## src/rtl/core/psms_pkg.sv

```systemverilog
// Shared types and constants for the path store.
`default_nettype none
package psms_pkg;

  localparam int MAX_LEN       = 256;
  localparam int VERTEX_BITS   = 16;
  localparam int ADDR_W        = $clog2(MAX_LEN);
  localparam int LEN_W         = $clog2(MAX_LEN + 1);
  localparam int POS_W         = 8;
  localparam int CFG_W         = 17;
  localparam int OP_W          = 2;
  localparam int IN_DATA_W     = 32;
  localparam int OUT_DATA_W    = 32;
  localparam logic [CFG_W-1:0] VCOUNT_RESET = CFG_W'(256);

  localparam logic [OP_W-1:0] OP_CLEAR  = 2'd0;
  localparam logic [OP_W-1:0] OP_EXTEND = 2'd1;
  localparam logic [OP_W-1:0] OP_MEMBER = 2'd2;
  localparam logic [OP_W-1:0] OP_READ   = 2'd3;

  typedef struct packed {
    logic                   s_we;
    logic [ADDR_W-1:0]      s_waddr;
    logic [VERTEX_BITS-1:0] s_wdata;
    logic                   s_re;
    logic [ADDR_W-1:0]      s_raddr;
    logic                   o_we;
    logic [ADDR_W-1:0]      o_waddr;
    logic [VERTEX_BITS-1:0] o_wdata;
    logic                   o_re;
    logic [ADDR_W-1:0]      o_raddr;
  } mem_req_t;

  typedef struct packed {
    logic                   accepted;
    logic                   found;
    logic [VERTEX_BITS-1:0] vertex_out;
    logic                   full_res;
  } res_t;

  typedef struct packed {
    logic [LEN_W-1:0] path_length;
    logic             is_simple;
    logic             is_cycle;
    logic             is_prime;
  } stat_t;

endpackage
`default_nettype wire

```

## src/rtl/core/psms_ctrl.sv

```systemverilog
// Sequencer for clear, order read, search, repeat check, sorted shift and insert.
`default_nettype none
module psms_ctrl (
  input  wire                               clk,
  input  wire                               rst,
  input  wire                               cfg_valid,
  input  wire  [psms_pkg::CFG_W-1:0]        cfg_data,
  input  wire                               in_valid,
  output logic                              in_ready,
  input  wire  [psms_pkg::OP_W-1:0]         in_op,
  input  wire  [psms_pkg::VERTEX_BITS-1:0]  in_vertex,
  input  wire                               in_keep,
  input  wire  [psms_pkg::POS_W-1:0]        in_position,
  output logic                              res_valid,
  input  wire                               res_ready,
  output psms_pkg::res_t                    res,
  output psms_pkg::stat_t                   stat,
  output psms_pkg::mem_req_t                req,
  input  wire  [psms_pkg::VERTEX_BITS-1:0]  sorted_rdata,
  input  wire  [psms_pkg::VERTEX_BITS-1:0]  order_rdata
);
  import psms_pkg::*;

  localparam logic [3:0] S_IDLE     = 4'd0;
  localparam logic [3:0] S_RD_WAIT  = 4'd1;
  localparam logic [3:0] S_SRCH_RD  = 4'd2;
  localparam logic [3:0] S_SRCH_CMP = 4'd3;
  localparam logic [3:0] S_CHK_RD   = 4'd4;
  localparam logic [3:0] S_CHK      = 4'd5;
  localparam logic [3:0] S_SHIFT    = 4'd6;
  localparam logic [3:0] S_INSERT   = 4'd7;
  localparam logic [3:0] S_DONE     = 4'd8;

  logic [3:0]             state;
  logic [OP_W-1:0]        op_r;
  logic [VERTEX_BITS-1:0] v_r;
  logic                   keep_r;
  logic [LEN_W-1:0]       lo;
  logic [LEN_W-1:0]       hi;
  logic                   has_prev;
  logic [ADDR_W-1:0]      j;
  logic [LEN_W-1:0]       cnt;
  logic [ADDR_W-1:0]      wr_idx;
  logic                   pend;
  logic [LEN_W-1:0]       len;
  logic                   simple;
  logic                   cycle;
  logic                   prime;
  logic [CFG_W-1:0]       vcount;

  logic [LEN_W:0]         mid_sum;
  logic [LEN_W-1:0]       mid;
  logic [LEN_W-1:0]       len_inc;
  logic [LEN_W-1:0]       hi_dec;
  logic                   hit;
  logic                   pos_ok;

  assign mid_sum  = {1'b0, lo} + {1'b0, hi};
  assign mid      = mid_sum[LEN_W:1];
  assign len_inc  = len + 1'b1;
  assign hi_dec   = hi - 1'b1;
  assign hit      = has_prev && (sorted_rdata == v_r);
  assign pos_ok   = LEN_W'(in_position) < len;

  assign in_ready  = (state == S_IDLE) && !rst;
  assign res_valid = (state == S_DONE);

  assign stat.path_length = len;
  assign stat.is_simple   = simple;
  assign stat.is_cycle    = cycle;
  assign stat.is_prime    = prime;

  always_comb begin
    req = '0;
    unique case (state)
      S_IDLE: begin
        if (in_valid && in_op == OP_READ && pos_ok) begin
          req.o_re    = 1'b1;
          req.o_raddr = ADDR_W'(in_position);
        end
        if (in_valid && in_op == OP_EXTEND && len == '0) begin
          req.s_we    = 1'b1;
          req.s_waddr = '0;
          req.s_wdata = in_vertex;
          req.o_we    = 1'b1;
          req.o_waddr = '0;
          req.o_wdata = in_vertex;
        end
      end
      S_SRCH_RD: begin
        req.s_re    = (lo < hi);
        req.s_raddr = mid[ADDR_W-1:0];
      end
      S_CHK_RD: begin
        req.s_re    = (hi != '0);
        req.s_raddr = hi_dec[ADDR_W-1:0];
        req.o_re    = 1'b1;
        req.o_raddr = '0;
      end
      S_SHIFT: begin
        req.s_we    = pend;
        req.s_waddr = wr_idx;
        req.s_wdata = sorted_rdata;
        req.s_re    = (cnt != '0);
        req.s_raddr = j;
      end
      S_INSERT: begin
        req.s_we    = 1'b1;
        req.s_waddr = hi[ADDR_W-1:0];
        req.s_wdata = v_r;
        req.o_we    = 1'b1;
        req.o_waddr = len[ADDR_W-1:0];
        req.o_wdata = v_r;
      end
      default: begin
      end
    endcase
  end

  always_ff @(posedge clk) begin
    if (rst) begin
      state  <= S_IDLE;
      len    <= '0;
      simple <= 1'b1;
      cycle  <= 1'b0;
      prime  <= 1'b0;
      pend   <= 1'b0;
      vcount <= VCOUNT_RESET;
    end else begin
      if (cfg_valid) begin
        vcount <= cfg_data;
      end
      unique case (state)
        S_IDLE: begin
          if (in_valid) begin
            op_r           <= in_op;
            v_r            <= in_vertex;
            keep_r         <= in_keep;
            res.found      <= 1'b0;
            res.vertex_out <= '0;
            lo             <= '0;
            hi             <= len;
            unique case (in_op)
              OP_CLEAR: begin
                len          <= '0;
                simple       <= 1'b1;
                cycle        <= 1'b0;
                prime        <= 1'b0;
                res.accepted <= 1'b1;
                res.full_res <= 1'b0;
                state        <= S_DONE;
              end
              OP_EXTEND: begin
                if (len == '0) begin
                  len          <= LEN_W'(1);
                  res.accepted <= 1'b1;
                  res.full_res <= 1'b0;
                  state        <= S_DONE;
                end else if (len == LEN_W'(MAX_LEN)) begin
                  res.accepted <= 1'b0;
                  res.full_res <= 1'b1;
                  state        <= S_DONE;
                end else begin
                  res.accepted <= 1'b0;
                  res.full_res <= 1'b0;
                  state        <= S_SRCH_RD;
                end
              end
              OP_MEMBER: begin
                res.accepted <= 1'b0;
                res.full_res <= 1'b0;
                state        <= S_SRCH_RD;
              end
              default: begin
                res.accepted <= 1'b0;
                res.full_res <= 1'b0;
                state        <= pos_ok ? S_RD_WAIT : S_DONE;
              end
            endcase
          end
        end
        S_RD_WAIT: begin
          res.accepted   <= 1'b1;
          res.found      <= 1'b1;
          res.vertex_out <= order_rdata;
          state          <= S_DONE;
        end
        S_SRCH_RD: begin
          state <= (lo < hi) ? S_SRCH_CMP : S_CHK_RD;
        end
        S_SRCH_CMP: begin
          if (sorted_rdata > v_r) begin
            hi <= mid;
          end else begin
            lo <= mid + 1'b1;
          end
          state <= S_SRCH_RD;
        end
        S_CHK_RD: begin
          has_prev <= (hi != '0);
          state    <= S_CHK;
        end
        S_CHK: begin
          if (op_r == OP_MEMBER) begin
            res.accepted <= 1'b1;
            res.found    <= hit;
            state        <= S_DONE;
          end else if (simple && hit && order_rdata != v_r && keep_r) begin
            state <= S_DONE;
          end else begin
            if (simple && hit) begin
              if (order_rdata == v_r) begin
                cycle <= 1'b1;
                prime <= 1'b1;
              end else begin
                simple <= 1'b0;
                prime  <= 1'b0;
              end
            end
            cnt   <= len - hi;
            j     <= ADDR_W'(len - 1'b1);
            pend  <= 1'b0;
            state <= S_SHIFT;
          end
        end
        S_SHIFT: begin
          if (cnt != '0) begin
            wr_idx <= j + 1'b1;
            pend   <= 1'b1;
            j      <= j - 1'b1;
            cnt    <= cnt - 1'b1;
          end else begin
            pend  <= 1'b0;
            state <= S_INSERT;
          end
        end
        S_INSERT: begin
          len <= len_inc;
          if (simple && (CFG_W'(len_inc) > vcount)) begin
            prime <= 1'b1;
          end
          res.accepted <= 1'b1;
          state        <= S_DONE;
        end
        S_DONE: begin
          if (res_ready) begin
            state <= S_IDLE;
          end
        end
        default: begin
          state <= S_IDLE;
        end
      endcase
    end
  end

endmodule
`default_nettype wire

```

## config.mk

```make
export PLATFORM = sky130hd
export DESIGN_NAME = psms_ctrl
export DESIGN_NICKNAME = d
export VERILOG_FILES = /design/src/rtl/core/psms_pkg.sv /design/src/rtl/core/psms_ctrl.sv
export SDC_FILE = /design/constraint.sdc
export NUM_CORES = 1
export LEC_CHECK = 0
export ABC_AREA = 1
export BUFFER_PORTS_ARGS = -buffer_cell sky130_fd_sc_hd__buf_2
export CAP_MARGIN = 20
export CORE_ASPECT_RATIO = 0.75
export CORE_UTILIZATION = 50
export DETAILED_ROUTE_END_ITERATION = 6
export HOLD_SLACK_MARGIN = 0.15
export PLACE_DENSITY = 0.84
export SYNTH_ARGS = -nofsm -noshare
export SYNTH_HDL_FRONTEND = slang
export SYNTH_SLANG_ARGS = --single-unit
```

## constraint.sdc

```tcl
create_clock -name clk -period 6.35 [get_ports clk]
set_input_delay 0.635 -clock clk [delete_from_list [all_inputs] [get_ports clk]]
set_output_delay 0.635 -clock clk [all_outputs]
set_load 0.05 [all_outputs]
```

**Yosys cells after proc, flatten, opt, wreduce, memory -nomap -nowiden**

Cells that the tools add are included.

- Register bits: 116
- Output and inout port bits: 101
- Logic and storage cells: 177
- Bits of input ports: 81

- Add/sub/neg operators: 9
- Reductions and logical operators: 41
- Bitwise logic cells: 2
- Equal/unequal tests: 32
- Order comparisons: 4
- Multiplexer cells: 69

Operators by type and width:

| kind | number |
|---|---|
| 9-bit one-hot mux with 2 select lines | 6 |
| 9-bit 2-to-1 mux | 10 |
| 25-bit one-hot mux with 3 select lines | 1 |
| 25-bit one-hot mux with 2 select lines | 1 |
| 16-bit equality test | 2 |
| 4-bit 2-to-1 mux | 8 |
| 16-bit one-hot mux with 2 select lines | 1 |
| 4-bit one-hot mux with 8 select lines | 1 |
| 9-bit one-hot mux with 3 select lines | 1 |
| 25-bit 2-to-1 mux | 1 |
| 1-bit 2-to-1 mux | 24 |
| 8-bit 2-to-1 mux | 3 |
| 2-bit != test (second input constant) | 12 |
| 8-bit by 1-bit subtractor with 8-bit output (second input constant) | 3 |
| 7-bit AND reduction | 3 |
| 4-bit AND reduction | 5 |
| 19-bit 2-to-1 mux | 1 |
| 9-bit by 1-bit adder with 9-bit output (second input constant) | 2 |
| 9-bit nonzero test | 2 |
| 9-bit by 17-bit > comparator with 1-bit output | 1 |
| 4-bit by 3-bit equality test with 1-bit output (second input constant) | 4 |
| 16-bit > comparator | 1 |
| 16-bit != test | 1 |
| 8-bit one-hot mux with 2 select lines | 1 |
| other kinds (32) | 62 |

**Logic depth before layout (Yosys ltp)**

Gate-level depths: netlist of run 1.

- Depth after elaboration: 8
- Depth in mapped cells: 20
- Gate-level depth less buffers: 20

**Least setup slack after synthesis of run 1**

OpenSTA, ideal clock, no wires.

- Kind: register to output
- From: register len[4]
- To: output port req[0] in the netlist's numbering
- Path slack: 3.012 ns
- Buffers on the path: 1
- Data required time: 5.715 ns
- Data arrival time: 2.703 ns
- Stages on the path, launching flop included: 9
- Path through: dfxtp_1 > inv_1 > ha_1 > a21o_1 > o21ai_0 > nand4_1 > or2_1 > clkbuf_1 > nor2_1

RTL lines:

| item | RTL line | RTL |
|---|---|---|
| from (decl) | psms_ctrl.sv:45 | `logic [LEN_W-1:0] len;` |
| from (signal assigned) | psms_ctrl.sv:238 | `len <= len_inc;` |
| to (decl) | psms_ctrl.sv:18 | `output psms_pkg::mem_req_t req,` |

==> results of run 1 <==
-- stage by stage --
stage | area (um^2) | hold WS [ps] | utilization | total power [mW]
final | 9890 | 407 | 0.618 | 3.16
after CTS | 9880 | 399 | 0.617 | 3.13
after global routing | 9890 | 400 | 0.618 | 3.29
after global placement | 9240 | 445 | 0.577 | 2.05
after floorplan | 8180 | 433 | - | 1.78
after detailed placement | 9240 | 452 | 0.577 | 2.07
-- how the worst min path moves through the flow --
| stage | slack, ps | startpoint | end |
|---|---|---|---|
| after global placement | 440 | vcount[10]$_SDFFE_PP0P_ | vcount[10]$_SDFFE_PP0P_ |
| final | 410 | in_keep | keep_r$_DFFE_PP_ |
| after global routing | 400 | in_keep | keep_r$_DFFE_PP_ |
| after floorplan | 430 | vcount[9]$_SDFFE_PP0P_ | vcount[9]$_SDFFE_PP0P_ |
| after detailed placement | 450 | vcount[11]$_SDFFE_PP0P_ | vcount[11]$_SDFFE_PP0P_ |
| after CTS | 400 | in_keep | keep_r$_DFFE_PP_ |
-- worst register-to-register path: cells and delay by family, from the launching register on --
kind / cells / cell delay [ps]
buffers and inverters: 2 / 350
XOR/XNOR: 1 / 250
adder cells (fa/ha/maj): 1 / 280
AO/OA/AOI/OAI: 1 / 240
AND/OR/NAND/NOR: 11 / 1100
flip-flops: 1 / 480
-- synthesized netlist by cell type, types with 7 or more instances --
cell / number
sky130_fd_sc_hd__o211ai_1: 12
sky130_fd_sc_hd__o22ai_1: 9
sky130_fd_sc_hd__o21ai_1: 8
sky130_fd_sc_hd__nand3_1: 35
sky130_fd_sc_hd__xor2_1: 22
sky130_fd_sc_hd__ha_1: 63
sky130_fd_sc_hd__inv_2: 8
sky130_fd_sc_hd__buf_2: 10
sky130_fd_sc_hd__dfxtp_1: 34
sky130_fd_sc_hd__nor3_1: 13
sky130_fd_sc_hd__a21o_1: 17
sky130_fd_sc_hd__nand4_1: 14
sky130_fd_sc_hd__clkbuf_1: 11
sky130_fd_sc_hd__xnor2_1: 7
sky130_fd_sc_hd__nand2_1: 207
sky130_fd_sc_hd__a21oi_1: 64
sky130_fd_sc_hd__nor2_2: 11
sky130_fd_sc_hd__o22ai_2: 8
sky130_fd_sc_hd__inv_1: 151
sky130_fd_sc_hd__nor2_1: 137
sky130_fd_sc_hd__edfxtp_1: 82
sky130_fd_sc_hd__o21ai_0: 59
-- cells by family after synthesis --
| family | after synthesis | synth area share |
|---|---|---|
| adders and majority gates | 65 | 0.101 |
| DFF | 116 | 0.384 |
| muxes | 1 | 0.00122 |
| buffers and inverters | 192 | 0.0944 |
| AOI/OAI and AO/OA | 200 | 0.148 |
| and+or+nand+nor | 440 | 0.233 |
| xor gates and xnor gates | 32 | 0.0370 |
-- power breakdown --
group	leakage (nW)	internal [mW]	switching, mW	total, mW
Sequential	1.05	0.919	0.0507	0.969
Combinational	3.64	0.309	0.811	1.12
Clock	0.314	0.732	0.337	1.07
-- registers in the layout (all words and copies together) (netlist names) --
register and cells:
cnt 9, cycle 1, has_prev 1, hi 9, j 8, keep_r 1
len 9, lo 9, op_r 2, pend 1, prime 1, res 19
simple 1, state 4, v_r 16, vcount 17, wr_idx 8
-- area by class of cell --
type                    count  area [um^2]  share of cell area
flip-flops and latches    116         3140               0.318
repair buffers            186          943              0.0954
well taps                 210          263              0.0266
clock buffers              21          440              0.0445
clock inverters            11          206              0.0209
multi-input cells         738         4270               0.431
inverters                 165          628              0.0635
-- layer usage --
metal,global-route usage,up-vias
li1,-,3814
met1,0.412,3728
met2,0.444,502
met3,0.0750,61
met4,0.101,0
met5,0,-
==> metrics.txt, run 1 <==
# TYPE chip_impl_metric gauge
chip_impl_metric{name="period_needed",unit="ps"} 3700
chip_impl_metric{name="drt-wirelength-per-cell",unit="um"} 17.0
chip_impl_metric{name="final_cell_count_without_fillers",unit=""} 1447
chip_impl_info{name="reg2reg_to",value="prime$_SDFFE_PP0P_"} 1
chip_impl_metric{name="synth-seq-cells",unit=""} 116
chip_impl_metric{name="drc",unit=""} 0
chip_impl_info{name="worstPathCellList",value="inv_1, ha_1, a21oi_1, o21a_1, nand4_1, or2_1, nor2_1, buf_2"} 1
chip_impl_metric{name="synth-edff-count",unit=""} 82
chip_impl_metric{name="drt_iter0_markers",unit=""} 873
chip_impl_metric{name="place_congestion",unit=""} 1.01
chip_impl_info{name="highest-signal-layer",value="met4"} 1
chip_impl_info{name="layout.cells.most_common",value="sky130_fd_sc_hd__nand2_1"} 1
chip_impl_info{name="grt_setup_unrepaired",value="false"} 1
chip_impl_metric{name="slew_violations",unit=""} 0
chip_impl_metric{name="number_of_different_library_cells_in_the_post_synthesis_netlist",unit=""} 53
chip_impl_metric{name="core-area",unit="mm^2"} 0.0160
chip_impl_info{name="hold_class",value="in -> reg"} 1
chip_impl_metric{name="setup_ws",unit="ps"} 2650
chip_impl_metric{name="synth.net_count",unit=""} 1192
chip_impl_metric{name="initial_cell_density_of_the_core",unit=""} 0.510
chip_impl_info{name="setup.worst_path.start",value="len[6]$_SDFFE_PP0P_"} 1
chip_impl_metric{name="nets",unit=""} 1370
chip_impl_metric{name="final_wirelength",unit="mm"} 24.6
chip_impl_metric{name="critical_path_required",unit="ps"} 5710
chip_impl_metric{name="rows",unit=""} 40
chip_impl_metric{name="critical_path_buf_inv_count",unit=""} 2
chip_impl_metric{name="syn2layout_area_growth",unit="%"} 21.0
chip_impl_metric{name="cp.arrival",unit="ps"} 3060
chip_impl_info{name="timing.setup.critical_path_class",value="reg -> out"} 1
chip_impl_metric{name="r2r_cells",unit=""} 16
chip_impl_metric{name="number_of_levels_in_the_clock_h_tree",unit=""} 4
chip_impl_metric{name="number_of_fill_cells_in_the_layout",unit=""} 1423
chip_impl_info{name="cell_family_contributing_the_most_delay_on_the_critical_path",value="simple AND/OR/NAND/NOR gates"} 1
chip_impl_metric{name="placement.setup.worst_slack",unit="ps"} 3140
chip_impl_info{name="cts_tree",value="built"} 1
chip_impl_metric{name="finalSetupViolCount",unit=""} 0
chip_impl_metric{name="placement.io_buffers",unit=""} 181
chip_impl_info{name="status",value="finished, final reports clean"} 1
chip_impl_metric{name="grtUsageTotal",unit=""} 0.295
chip_impl_metric{name="die_extent_in_y",unit="um"} 113
chip_impl_metric{name="clk_latency",unit="ps"} 410
chip_impl_metric{name="cts.path.max_buffers",unit=""} 2
chip_impl_metric{name="met2RoutedLength",unit="mm"} 10.5
chip_impl_metric{name="route.met3.wl",unit="mm"} 2.95
chip_impl_metric{name="die_w",unit="um"} 150
chip_impl_metric{name="layout_worst_path_cycle_share",unit=""} 0.583
chip_impl_metric{name="final_hold_viol_count",unit=""} 0
chip_impl_metric{name="fmaxAchievable",unit="GHz"} 0.270
chip_impl_metric{name="timing.critical_path.depth",unit=""} 8
chip_impl_metric{name="critical-path-max-stage-delay",unit="ps"} 610
chip_impl_metric{name="tns",unit="ps"} 0
chip_impl_metric{name="skew",unit="ps"} 9.01
chip_impl_metric{name="timing.slew.headroom",unit=""} 0.391
chip_impl_metric{name="pwr_density_cell",unit="mW/mm^2"} 319
chip_impl_info{name="netlist.top_cell.by_area",value="sky130_fd_sc_hd__edfxtp_1"} 1
chip_impl_info{name="synth-main-ff-cell",value="sky130_fd_sc_hd__edfxtp_1"} 1
chip_impl_metric{name="max_slew.worst_pin.slew",unit="ps"} 914
chip_impl_metric{name="io-pin-count",unit=""} 182
chip_impl_metric{name="numClockSinks",unit=""} 116
chip_impl_metric{name="final_layout_size_suffix_gt1_frac",unit=""} 0.219
chip_impl_metric{name="grt_max_degree",unit=""} 50
chip_impl_info{name="crit_path_end",value="req[4]"} 1
chip_impl_info{name="most_frequent_cells_in_the_layout",value="sky130_fd_sc_hd__nand2_1 (207), sky130_fd_sc_hd__buf_2 (181), sky130_fd_sc_hd__inv_1 (151)"} 1
chip_impl_metric{name="detailedPlacementHpwl",unit="mm"} 18.9
chip_impl_info{name="crit-reg2reg-launch",value="len[1]$_SDFFE_PP0P_"} 1
chip_impl_metric{name="number_of_antenna_violations_at_the_first_check_in_global_routing",unit=""} 0
chip_impl_metric{name="rrSetupSlack",unit="ps"} 3560
chip_impl_metric{name="post_cts_resize_count",unit=""} 0
chip_impl_info{name="critical_path.slowest_cell",value="sky130_fd_sc_hd__dfxtp_1"} 1
chip_impl_metric{name="netlist.area_leader.share",unit=""} 0.301
chip_impl_metric{name="async_flop_share",unit=""} 0
chip_impl_metric{name="syn_avg_cell_area",unit="um^2"} 7.82
chip_impl_metric{name="number_of_setup_buffers_added_after_cts",unit=""} 0
chip_impl_metric{name="clk_pin_slew_worst_paths",unit="ps"} 60
chip_impl_metric{name="post_synth_inst_count",unit=""} 1046
chip_impl_metric{name="grt_pass1_vias",unit=""} 7454
chip_impl_metric{name="met1Wirelength",unit="mm"} 10.5
chip_impl_metric{name="design.die.area",unit="mm^2"} 0.0169
chip_impl_metric{name="power.static_leakage",unit="nW"} 5.00
chip_impl_metric{name="vias_per_cell",unit=""} 5.60
chip_impl_info{name="startpoint_type",value="register"} 1
chip_impl_metric{name="detailedRoute.firstPassIterationCount",unit=""} 6
chip_impl_metric{name="drtAntennaViolNets",unit=""} 0
chip_impl_metric{name="antenna_cells_inserted",unit=""} 0
chip_impl_metric{name="post_cts_hold_buffer_count",unit=""} 0
chip_impl_metric{name="numCtsBuffers",unit=""} 17
chip_impl_metric{name="dp_cells",unit=""} 1414
chip_impl_info{name="critPathCaptureType",value="output port"} 1
chip_impl_metric{name="grt_pass1_wl",unit="mm"} 38.4
chip_impl_metric{name="timing.hold.worst_path_depth",unit=""} 1
chip_impl_metric{name="critPathMaxFanout",unit=""} 9
chip_impl_metric{name="ir_drop",unit="mV"} 0.196
chip_impl_metric{name="vias",unit=""} 8105
chip_impl_metric{name="max_cap_viol_count",unit=""} 0
chip_impl_metric{name="synth-warning-count",unit=""} 0
chip_impl_metric{name="synth_sequential_area_ratio",unit=""} 0.384
chip_impl_info{name="cts.root.buffer_cell",value="sky130_fd_sc_hd__clkbuf_16"} 1
chip_impl_metric{name="globalRouteOverflowTotal",unit=""} 0
chip_impl_info{name="post_synth_main_area_contributors",value="sky130_fd_sc_hd__edfxtp_1 (30%), sky130_fd_sc_hd__ha_1 (9.6%), sky130_fd_sc_hd__nand2_1 (9.5%), sky130_fd_sc_hd__dfxtp_1 (8.3%), sky130_fd_sc_hd__inv_1 (6.9%)"} 1
chip_impl_metric{name="synthesis.area",unit="mm^2"} 0.00818
(Power assumes the default switching activity.)
==> run 2: changes to the inputs <==
--- a/config.mk
+++ b/config.mk
@@ -12,7 +12,7 @@
 export CORE_UTILIZATION = 50
 export DETAILED_ROUTE_END_ITERATION = 6
 export HOLD_SLACK_MARGIN = 0.15
-export PLACE_DENSITY = 0.84
+export PLACE_DENSITY = 0.86
 export SYNTH_ARGS = -nofsm -noshare
 export SYNTH_HDL_FRONTEND = slang
 export SYNTH_SLANG_ARGS = --single-unit
==> constraint.sdc (replaced) <==
create_clock -name clk -period 3 [get_ports clk]
set_input_delay 0.3 -clock clk [delete_from_list [all_inputs] [get_ports clk]]
set_output_delay 0.3 -clock clk [all_outputs]
set_load 0.05 [all_outputs]
==> run 2 against run 1 <==
Effect of this change: combinational power rose by 120%; die area unchanged; global-route usage increased by 0.59 points; largest cell class unchanged; sequential share of layout area shrank 1.1 points; the flow now finishes with violations (negative setup slack); register-to-register slack worse by 3200 ps; sequential power is 110% higher; highest routed layer unchanged; setup slack worse by 2700 ps; hold slack lost 230 ps; final cell count rose by 3.1%; clock skew down 2.6 ps.
==> metrics.txt, run 2 (same netlist as run 1, synthesis figures left out) <==
# TYPE chip_impl_metric gauge
chip_impl_info{name="status",value="finished, violations left"} 1
chip_impl_info{name="violations_in_the_final_reports",value="negative setup slack"} 1
chip_impl_metric{name="total_area_of_sequential_cells",unit="mm^2"} 0.00315
chip_impl_metric{name="rrSetupSlack",unit="ps"} 380
chip_impl_metric{name="r2r_cells",unit=""} 11
chip_impl_metric{name="slew_violations",unit=""} 0
chip_impl_metric{name="layout_worst_path_cycle_share",unit=""} 1.00
chip_impl_metric{name="number_of_antenna_violations_at_the_first_check_in_global_routing",unit=""} 1
chip_impl_metric{name="placement.io_buffers",unit=""} 181
chip_impl_info{name="crit-reg2reg-launch",value="hi[6]$_DFFE_PP_"} 1
chip_impl_metric{name="multi_input_gate_area",unit="mm^2"} 0.00431
chip_impl_metric{name="grt_max_degree",unit=""} 28
chip_impl_metric{name="power.total",unit="mW"} 6.53
chip_impl_info{name="layout.cells.most_common",value="sky130_fd_sc_hd__nand2_1"} 1
chip_impl_metric{name="skew",unit="ps"} 6.45
chip_impl_metric{name="final_wirelength",unit="mm"} 25.5
chip_impl_metric{name="drtAntennaViolNets",unit=""} 0
chip_impl_info{name="hold-path-endpoint",value="vcount[11]$_SDFFE_PP0P_"} 1
chip_impl_metric{name="critPathMaxFanout",unit=""} 5
chip_impl_metric{name="fmaxAchievable",unit="GHz"} 0.333
chip_impl_metric{name="drc",unit=""} 0
chip_impl_metric{name="die_extent_in_y",unit="um"} 113
chip_impl_metric{name="globalRouteOverflowTotal",unit=""} 0
chip_impl_metric{name="number_of_levels_in_the_clock_h_tree",unit=""} 4
chip_impl_metric{name="largest_reg_flops",unit=""} 19
chip_impl_metric{name="drt-wirelength-per-cell",unit="um"} 17.1
chip_impl_info{name="worst_hold_startpoint",value="cfg_data[11]"} 1
chip_impl_metric{name="vias_per_cell",unit=""} 5.61
chip_impl_info{name="cts_tree",value="built"} 1
chip_impl_info{name="most_frequent_cells_in_the_layout",value="sky130_fd_sc_hd__nand2_1 (206), sky130_fd_sc_hd__buf_2 (175), sky130_fd_sc_hd__inv_1 (148)"} 1
chip_impl_info{name="critPathCaptureType",value="output port"} 1
chip_impl_metric{name="numCtsBuffers",unit=""} 17
chip_impl_metric{name="grt_pass1_vias",unit=""} 7764
chip_impl_metric{name="timing.hold.worst_path_depth",unit=""} 3
chip_impl_metric{name="placement.setup.worst_slack",unit="ps"} 297
chip_impl_metric{name="setup_ws",unit="ps"} -6.61
chip_impl_metric{name="finalSetupViolCount",unit=""} 1
chip_impl_info{name="grt_setup_unrepaired",value="true"} 1
chip_impl_metric{name="syn2layout_area_growth",unit="%"} 25.8
chip_impl_metric{name="grtUsageTotal",unit=""} 0.301
chip_impl_metric{name="vias",unit=""} 8372
chip_impl_metric{name="design.die.area",unit="mm^2"} 0.0169
chip_impl_metric{name="number_of_fill_cells_in_the_layout",unit=""} 1286
chip_impl_metric{name="final_hold_viol_count",unit=""} 0
chip_impl_metric{name="place_congestion",unit=""} 1.06
chip_impl_info{name="timing.setup.critical_path_class",value="reg -> out"} 1
chip_impl_metric{name="hold_slack_final",unit="ps"} 173
chip_impl_info{name="hold_class",value="in -> reg"} 1
chip_impl_metric{name="dp_cells",unit=""} 1429
chip_impl_metric{name="numClockSinks",unit=""} 116
chip_impl_info{name="startpoint_type",value="register"} 1
chip_impl_metric{name="ir_drop",unit="mV"} 0.401
chip_impl_metric{name="io-pin-count",unit=""} 182
chip_impl_metric{name="cp.arrival",unit="ps"} 2710
chip_impl_metric{name="nets",unit=""} 1413
chip_impl_metric{name="clk_latency",unit="ps"} 420
chip_impl_metric{name="final_layout_size_suffix_gt1_frac",unit=""} 0.241
chip_impl_metric{name="initial_cell_density_of_the_core",unit=""} 0.510
chip_impl_metric{name="drt_iter0_markers",unit=""} 914
chip_impl_info{name="largest_register",value="res"} 1
chip_impl_metric{name="die_w",unit="um"} 150
chip_impl_metric{name="detailedPlacementHpwl",unit="mm"} 19.0
chip_impl_metric{name="max_cap_viol_count",unit=""} 0
chip_impl_metric{name="detailedRoute.firstPassIterationCount",unit=""} 7
chip_impl_metric{name="timing.slew.headroom",unit=""} 0.616
chip_impl_metric{name="cts.path.max_buffers",unit=""} 2
chip_impl_info{name="reg2reg_to",value="lo[8]$_SDFFCE_PN0P_"} 1
chip_impl_metric{name="period_needed",unit="ps"} 3010
chip_impl_metric{name="critical_path_required",unit="ps"} 2700
chip_impl_info{name="cts.root.buffer_cell",value="sky130_fd_sc_hd__clkbuf_16"} 1
chip_impl_metric{name="power.static_leakage",unit="nW"} 5.15
chip_impl_metric{name="max_slew.worst_pin.slew",unit="ps"} 572
chip_impl_metric{name="final_cell_count_without_fillers",unit=""} 1492
chip_impl_metric{name="core-area",unit="mm^2"} 0.0160
chip_impl_metric{name="grt_pass1_wl",unit="mm"} 38.6
chip_impl_metric{name="pwr_density_cell",unit="mW/mm^2"} 635
chip_impl_metric{name="rows",unit=""} 40
chip_impl_metric{name="clk_pin_slew_worst_paths",unit="ps"} 60
chip_impl_info{name="reg_top3",value="res: 19 flops, vcount: 17 flops, v_r: 16 flops"} 1
run 2: worst max path at each step:
stage / startpoint / end / slack (ps) / depth (start not counted)
final: hi[5]$_DFFE_PP_ / req[39] / -7 / 8
after global routing: hi[4]$_DFFE_PP_ / req[38] / -20 / 10
after CTS: hi[3]$_DFFE_PP_ / req[41] / 20 / 10
after detailed placement: len[1]$_SDFFE_PP0P_ / req[45] / 300 / 8
after global placement: len[1]$_SDFFE_PP0P_ / req[45] / 330 / 8
after floorplan: len[4]$_SDFFE_PP0P_ / req[0] / -3 / 8
run 2: layout make-up:
class / instances / area share
Antenna cell: 2 / 0.000487
Clock buffer: 18 / 0.0417
Clock inverter: 14 / 0.0134
Inverter: 165 / 0.0611
Multi-Input combinational cell: 738 / 0.419
Sequential cell: 116 / 0.306
Tap cell: 210 / 0.0256
Timing Repair Buffer: 229 / 0.132
run 2: where the power goes:
part,leakage [nW],switching (mW),internal [mW],total [mW]
clock,0.263,0.767,1.21,1.98
sequential,1.05,0.110,1.94,2.05
combinational,3.84,1.76,0.738,2.50
total,5.15,2.64,3.89,6.53
run 2: worst max-delay path: stages, from the launching register on:
cell                       delay, ps
sky130_fd_sc_hd__edfxtp_1        450
sky130_fd_sc_hd__inv_1           170
sky130_fd_sc_hd__ha_1            380
sky130_fd_sc_hd__inv_1           100
sky130_fd_sc_hd__a21oi_1         220
sky130_fd_sc_hd__nand3_1         160
sky130_fd_sc_hd__xor2_2          240
sky130_fd_sc_hd__o221ai_1        260
sky130_fd_sc_hd__clkbuf_4        310
run 2: per-stage QoR:
| step | TNS [ps] | util | cell area, um^2 |
|---|---|---|---|
| after floorplan | -21.5 | - | 8180 |
| final | -6.61 | 0.642 | 10300 |
| after CTS | 0 | 0.637 | 10200 |
| after global placement | 0 | 0.584 | 9350 |
| after detailed placement | 0 | 0.584 | 9350 |
| after global routing | -40.7 | 0.642 | 10300 |
run 2: what timing repair did:
| action | in CTS | in global routing |
|---|---|---|
| resized for setup | 6 | 21 |
| setup endpoints to repair | 36 | 16 |
| pin swaps | 1 | 2 |
| setup buffers | 1 | 3 |
| hold buffers | 25 | 0 |
| hold endpoints to repair | 25 | 0 |
run 2: metal layers:
layer	share of wire	wire length, um	vias to the layer above	global-route usage
li1	-	-	3911	-
met1	0.39	10000	3805	0.397
met2	0.44	11300	572	0.461
met3	0.13	3440	84	0.0883
met4	0.031	781	0	0.124
met5	0	0	-	0
